--- src/pct_pkg.sv ---
// shared types and constants for the partition count table
// no dependencies
package pct_pkg;

    localparam int QUERY_W = 6;
    localparam int COUNT_W = 21;
    localparam logic [COUNT_W-1:0] COUNT_MAX = '1;

    typedef struct packed {
        logic load_query;
        logic fill_start;
        logic fill_rd;
        logic fill_wr;
        logic query_rd;
        logic out_load;
    } pct_cmd_t;

    typedef struct packed {
        logic fill_last;
    } pct_status_t;

endpackage

--- src/pct_ctrl.sv ---
// controller: table fill sequencing, query read and output handshake
// depends on pct_pkg
module pct_ctrl (
    input  logic                clk,
    input  logic                rst_n,
    input  logic                in_valid,
    output logic                in_ready,
    output logic                out_valid,
    input  logic                out_ready,
    input  pct_pkg::pct_status_t status,
    output pct_pkg::pct_cmd_t    cmd
);

    import pct_pkg::*;

    typedef enum logic [2:0] {
        S_IDLE,
        S_FILL_RD,
        S_FILL_WR,
        S_QUERY_RD,
        S_OUT
    } state_t;

    state_t state_reg, state_next;
    logic   filled_reg, filled_next;
    logic   out_valid_reg, out_valid_next;
    logic   accept;
    logic   out_free;

    assign in_ready  = (state_reg == S_IDLE);
    assign out_valid = out_valid_reg;
    assign accept    = in_valid && in_ready;
    assign out_free  = !out_valid_reg || out_ready;

    always_comb
    begin
        cmd            = '0;
        state_next     = state_reg;
        filled_next    = filled_reg;
        out_valid_next = out_valid_reg && !out_ready;
        case (state_reg)
            S_IDLE:
            begin
                if (accept)
                begin
                    cmd.load_query = 1'b1;
                    cmd.fill_start = !filled_reg;
                    state_next     = filled_reg ? S_QUERY_RD : S_FILL_RD;
                end
            end
            S_FILL_RD:
            begin
                cmd.fill_rd = 1'b1;
                state_next  = S_FILL_WR;
            end
            S_FILL_WR:
            begin
                cmd.fill_wr = 1'b1;
                if (status.fill_last)
                begin
                    filled_next = 1'b1;
                    state_next  = S_QUERY_RD;
                end
                else
                begin
                    state_next = S_FILL_RD;
                end
            end
            S_QUERY_RD:
            begin
                cmd.query_rd = 1'b1;
                state_next   = S_OUT;
            end
            S_OUT:
            begin
                if (out_free)
                begin
                    cmd.out_load   = 1'b1;
                    out_valid_next = 1'b1;
                    state_next     = S_IDLE;
                end
            end
            default:
            begin
                state_next = S_IDLE;
            end
        endcase
    end

    always_ff @(posedge clk or negedge rst_n)
    begin
        if (!rst_n)
        begin
            state_reg     <= S_IDLE;
            filled_reg    <= 1'b0;
            out_valid_reg <= 1'b0;
        end
        else
        begin
            state_reg     <= state_next;
            filled_reg    <= filled_next;
            out_valid_reg <= out_valid_next;
        end
    end

endmodule

--- config.mk ---
export PLATFORM = sky130hd
export DESIGN_NAME = pct_ctrl
export DESIGN_NICKNAME = d
export VERILOG_FILES = /design/src/pct_pkg.sv /design/src/pct_ctrl.sv
export SDC_FILE = /design/constraint.sdc
export NUM_CORES = 1
export LEC_CHECK = 0
export ABC_AREA = 1
export BUFFER_PORTS_ARGS = -buffer_cell sky130_fd_sc_hd__buf_2
export CAP_MARGIN = 20
export CORE_AREA = 2 2 39 41
export CTS_BUF_LIST = sky130_fd_sc_hd__clkbuf_8
export CTS_CLUSTER_SIZE = 16
export DETAILED_ROUTE_END_ITERATION = 12
export DIE_AREA = 0 0 41 43
export PLACE_DENSITY = 0.4
export SETUP_SLACK_MARGIN = 0.15
export SLEW_MARGIN = 10
export SYNTH_ARGS = -nofsm -noshare
export SYNTH_HDL_FRONTEND = slang
export SYNTH_SLANG_ARGS = --single-unit
--- constraint.sdc ---
create_clock -name clk -period 3.1 [get_ports clk]
set_clock_uncertainty 0.05 [all_clocks]
set_input_delay 0.31 -clock clk [delete_from_list [all_inputs] [get_ports clk]]
set_output_delay 0.31 -clock clk [all_outputs]
set_load 0.005 [all_outputs]
==> impl_metrics.py, run 1 <==
metrics = {
    "layout": {
        "fillers": 160,
        "fin_nets": 60,
        "largest_reg_flops": 3,
        "area_delta_synth_final_pct": 47.0,
        "drive_gt1_share_pct": 33.3,
        "postLayoutCellArea_um2": 399,
        "num_antenna_cells": 0,
    },
    "detailed_routing": {
        "routedWlPerCell_um": 7.93,
        "postRouteAntennaNets": 0,
        "wirelength_um": 555,
        "via_count": 261,
        "dr.pass1.iters": 2,
        "drc": 0,
        "first_iter_violations": 4,
        "vias_per_cell": 3.73,
    },
    "yosys": {
        "ys_ff_latch": 5,
        "synth_cell_type_count": 12,
        "synthCells": 38,
        "syn_nets": 43,
        "mappedNetlistArea_um2": 272,
        "synth_top_area_share_pct": 46.1,
        "avgSynthCellArea_um2": 7.15,
        "synth_area_leaders": "dfrtp_1 46%, nor2_1 11%, inv_1 9.7%",
        "yosysSeqAreaShare_pct": 46.1,
        "ys_warn_count": 0,
        "synth_largest_area_cell": "dfrtp_1",
    },
    "power": {
        "power-per-cell-area_nw_per_um2": 995,
        "switching_share_pct": 37.2,
        "p_sw_mw": 0.148,
        "p_int_mw": 0.249,
        "pwr-share-seq_pct": 29.7,
        "comb_power_share_pct": 41.0,
        "p_leak_nw": 0.239,
        "power_frac_clock_pct": 29.3,
        "ir_drop_mv": 0.206,
    },
    "clock_network": {
        "cts_sinks": 5,
        "cts_tree": "yes",
        "cts.path.max_buffers": 2,
        "clk_pin_slew_ps": 30,
        "clk_latency_ps": 220,
        "htreeDepth": 1,
        "clockRootBuffer": "clkbuf_8",
        "cts_setup_buffers": 0,
        "cts_made_buffers": 3,
    },
    "hold_path": {
        "min_from": "out_ready",
        "hp-class": "primary input to flop",
    },
    "timing": {
        "tightestPinTransition_ps": 205,
        "tns_ps": 0,
        "setup_violations": 0,
        "clock.fmax_mhz": 646,
        "final_hold_viol_count": 0,
        "drv_slew": 0,
        "max_slew_margin_pct": 86.3,
        "period_share_pct": 49.9,
        "fin_crit_ps": 1550,
        "grt_setup_unrepaired": "no",
    },
    "critical_path": {
        "worst-path-max-fanout": 7,
        "worst-path-buf-inv": 1,
        "slowest_delay_ps": 430,
        "r2r-start": "state_reg[2]",
        "rr_endpoint": "state_reg[1]",
        "path_cells": "nor2_1, nand2_1, nor3_1, buf_2",
        "required_ps": 2740,
        "start_kind": "flop",
        "reg2regPathDepth": 5,
        "crit_type": "flop to primary output",
        "critPathSlowestCell": "dfrtp_1",
        "worstPathArrival_ps": 1190,
        "endpoint": "cmd[4]",
        "path_depth": 4,
        "reg2reg_slack_ps": 2120,
        "crit_path_end_kind": "primary output",
        "worstSetupStartpoint": "state_reg[2]",
        "critical-path-top-delay-family": "flip-flops",
    },
    "global_routing": {
        "grtUsageTotal_pct": 7.75,
        "grt_pass1_vias": 212,
        "grt_pass1_wl_um": 814,
        "grt_max_degree": 8,
        "gr-total-overflow": 0,
        "antenna_found_initial": 0,
    },
    "floorplanning": {
        "fp.dieW_um": 41,
        "rows": 14,
        "die_area_um2": 1760,
        "num_io_pins": 13,
        "fp.dieH_um": 43,
        "core_um2": 1380,
        "initial_core_util_pct": 19.6,
    },
    "flow_run": {
        "drv_cap": 0,
    },
    "placed_design": {
        "portBuffers": 12,
        "gp_congestion": 0.646,
        "place_area_um2": 344,
        "hpwl_um": 449,
    },
    "run_status": {
        "status": "complete, no violations",
    },
}
-- synthesized netlist by cell type --
cell	count
dfrtp_1	5
nor3_1	2
o21ai_0	2
nor2_1	8
inv_1	7
o21ai_2	1
buf_4	1
nand3_1	2
inv_2	1
a21oi_1	1
nand2_1	7
or2_4	1
-- routing by layer --
metal  GRT usage [%]  wire length [µm]
met1            8.12               235
met2            8.75               265
met3            4.71                45
met4            10.0                 9
met5               0                 0
-- cells in the final DEF (no fill, tap or decap) --
master	n
a21oi_1	1
or2_4	1
o21ai_2	1
nand3_1	2
nand2_1	7
clkbuf_8	3
o21ai_0	2
inv_2	1
inv_1	8
dlygate4sd3_1	1
nor3_1	2
buf_2	12
dfrtp_1	5
nor2_1	8
-- per-stage QoR --
stage          util, %  power (mW)  std cells  hold WS (ps)  setup WS (ps)
6_report          28.8       0.397         70           258           1550
5_1_grt           28.8       0.442         70           270           1440
4_1_cts           28.8       0.403         70           268           1540
3_5_place_dp      24.9       0.283         65          79.9           1780
3_3_place_gp      24.9       0.288         65          80.5           1800
2_1_floorplan        -       0.230         38         -35.6           1880
-- what timing repair did --
action | CTS | global route
gates resized for setup | 0 | 0
endpoints found under the hold margin | 5 | 0
hold buffers | 1 | 0
-- area by class of cell --
| class | instances | area, µm² | share of cell area, % |
|---|---|---|---|
| repair buffers | 13 | 70.1 | 17.6 |
| clock buffers | 3 | 41.3 | 10.3 |
| clock inverters | 1 | 3.75 | 0.940 |
| flip-flops and latches | 5 | 125 | 31.3 |
| inverters | 8 | 30.0 | 7.52 |
| multi-input cells | 24 | 109 | 27.3 |
| well taps | 16 | 20.0 | 5.02 |
-- power by group through the flow --
stage	Clock [mW]	Combinational [mW]	Sequential, mW
finish	0.116	0.163	0.118
global route	0.125	0.195	0.122
CTS	0.119	0.167	0.117
detailed placement	0	0.165	0.118
global placement	0	0.169	0.120
floorplan	0	0.115	0.115
-- cells by family after synthesis --
kind of cell / after synthesis / share of synthesized area, %
and+or+nand+nor: 20 / 31.3
buffers and inverters: 9 / 13.8
DFF: 5 / 46.1
AOI/OAI and AO/OA: 4 / 8.75
-- worst min-delay path by stage --
stage	cells past startpoint	endpoint	slack, ps
after floorplan	0	filled_reg	-40
after global placement	1	filled_reg	80
after detailed placement	1	filled_reg	80
after CTS	2	out_valid	270
after global routing	2	out_valid	270
final	2	out_valid	260
No activity file was read; power rests on OpenSTA's default activity.
==> inputs of run 2 (changes only) <==
PLACE_DENSITY = 0.41   (was 0.4)
clock period = 1.4 ns   (was 3.1 ns; I/O delays follow)
==> run 2 against run 1 <==
Count of clock-buffer cells in the layout did not move; critical endpoint is now cmd[2]; setup slack got worse by 1400 ps; hold slack got worse by 160 ps; clock power rose by 120%; routed wire length rose by 27%.
==> impl_metrics.py, run 2 (synthesis results as in run 1) <==
metrics = {
    "timing": {
        "tns_ps": 0,
        "timing.hold.ws_ps": 98.6,
        "period_share_pct": 92.5,
        "max_slew_margin_pct": 85.8,
        "final_hold_viol_count": 0,
        "setup_violations": 0,
        "grt_setup_unrepaired": "yes",
        "drv_slew": 0,
        "tightestPinTransition_ps": 211,
        "fin_crit_ps": 1300,
        "clock.fmax_mhz": 772,
    },
    "critical_path": {
        "critPathSlowestCell": "dfrtp_2",
        "critical-path-top-delay-family": "flip-flops",
        "crit_type": "flop to primary output",
        "path_cells": "or2_4, nor2_1, buf_2",
        "slowest_delay_ps": 430,
        "worst-path-buf-inv": 1,
        "crit_path_end_kind": "primary output",
        "required_ps": 1210,
        "start_kind": "flop",
        "worstPathArrival_ps": 1110,
        "worst-path-max-fanout": 4,
    },
    "power": {
        "ir_drop_mv": 0.859,
        "p_leak_nw": 0.280,
        "total_power_mw": 1.16,
        "power-per-cell-area_nw_per_um2": 2350,
    },
    "clock_network": {
        "cts_made_buffers": 3,
        "clk_latency_ps": 220,
        "clockRootBuffer": "clkbuf_8",
        "clk_pin_slew_ps": 30,
        "htreeDepth": 1,
        "cts.path.max_buffers": 2,
        "cts_sinks": 5,
        "cts_tree": "yes",
    },
    "floorplanning": {
        "core_um2": 1380,
        "initial_core_util_pct": 19.6,
        "rows": 14,
        "fp.dieW_um": 41,
        "die_area_um2": 1760,
        "num_io_pins": 13,
        "fp.dieH_um": 43,
    },
    "placed_design": {
        "hpwl_um": 499,
        "portBuffers": 12,
        "dp.cells": 65,
        "gp_congestion": 0.626,
    },
    "layout": {
        "area_delta_synth_final_pct": 81.1,
        "fin_nets": 68,
        "num_antenna_cells": 0,
        "final_cell_mix": "12 x buf_2, 8 x inv_1, 7 x buf_4",
        "drive_gt1_share_pct": 56.5,
        "fillers": 159,
        "multi_input_area_um2": 134,
        "register_area_um2": 129,
        "layout_commonest_cell": "buf_2",
        "fin_cells": 78,
        "largest_reg_flops": 3,
    },
    "global_routing": {
        "grt_pass1_wl_um": 1160,
        "grt_pass1_vias": 305,
        "antenna_found_initial": 0,
        "grtUsageTotal_pct": 10.6,
        "gr-total-overflow": 0,
        "grt_max_degree": 6,
    },
    "detailed_routing": {
        "routedWlPerCell_um": 9.06,
        "first_iter_violations": 0,
        "wirelength_um": 707,
        "drc": 0,
        "via_count": 306,
        "postRouteAntennaNets": 0,
        "vias_per_cell": 3.92,
        "dr.pass1.iters": 1,
    },
    "flow_run": {
        "drv_cap": 0,
    },
    "run_status": {
        "status": "complete, no violations",
    },
    "hold_path": {
        "hp-class": "primary input to flop",
    },
}
-- run 2: cell count changes in the layout (fill, tap and decap cells not counted), moves of 2 or more --
cell     previous run  this run
buf_4               0         7
dfrtp_1             5         2
dfrtp_2             0         3
nor3_1              2         0
nor2_1              8         5
nor3_2              0         2
nor2_2              0         2
-- run 2: what timing repair did --
item / 4_1_cts / 5_1_grt
endpoints found under the hold margin: 5 / 0
setup buffers: 5 / 3
hold buffers: 1 / 0
pin swaps: 1 / 1
gates resized for setup: 3 / 8
setup endpoints to repair: 6 / 7
-- run 2: worst reg2reg max path: cells and delay by family (launching register included) --
kind                   cells  cell delay (ps)
AND/OR/NAND/NOR            1              270
buffers and inverters      2              250
flip-flops                 1              430
AO/OA/AOI/OAI              1              100
-- run 2: path summary, 6_finish.rpt --
kind	from	to	slack (ps)	depth (start not counted)
worst min-delay path	out_ready	out_valid	100	2
min in group asynchronous	rst_n	filled_reg	220	2
max in group asynchronous	rst_n	state_reg[0]	940	2
worst max register to register	state_reg[2]	state_reg[2]	220	4
worst min register to register	filled_reg	filled_reg	470	2
worst max-delay path	state_reg[2]	cmd[2]	100	3
-- run 2: metrics by stage --
step           area, µm²  setup slack, ps  utilization [%]
2_1_floorplan        272              350                -
3_3_place_gp         344              276             24.9
3_5_place_dp         344              246             24.9
4_1_cts              445             87.7             32.2
5_1_grt              492             41.7             35.5
6_report             492              105             35.5
-- run 2: report_power, final --
part	switching, mW	internal [mW]
Combinational	0.281	0.342
Sequential	0.0738	0.208
Clock	0.0645	0.187
Total	0.419	0.737
-- run 2: layer usage --
metal	GRT usage, %	share of wire, %	vias to the layer above
met5	0	0	-
met4	10.0	0	0
met3	3.14	5.1	0
met2	16.6	55	7
met1	10.2	40	136
li1	-	-	163
-- run 2: final cells by class --
| cell class | count | area share (%) |
|---|---|---|
| Timing Repair Buffer | 21 | 27.2 |
| Tap cell | 16 | 4.07 |
| Clock buffer | 3 | 8.40 |
| Multi-Input combinational cell | 24 | 27.2 |
| Inverter | 8 | 6.11 |
| Clock inverter | 1 | 0.763 |
| Sequential cell | 5 | 26.2 |
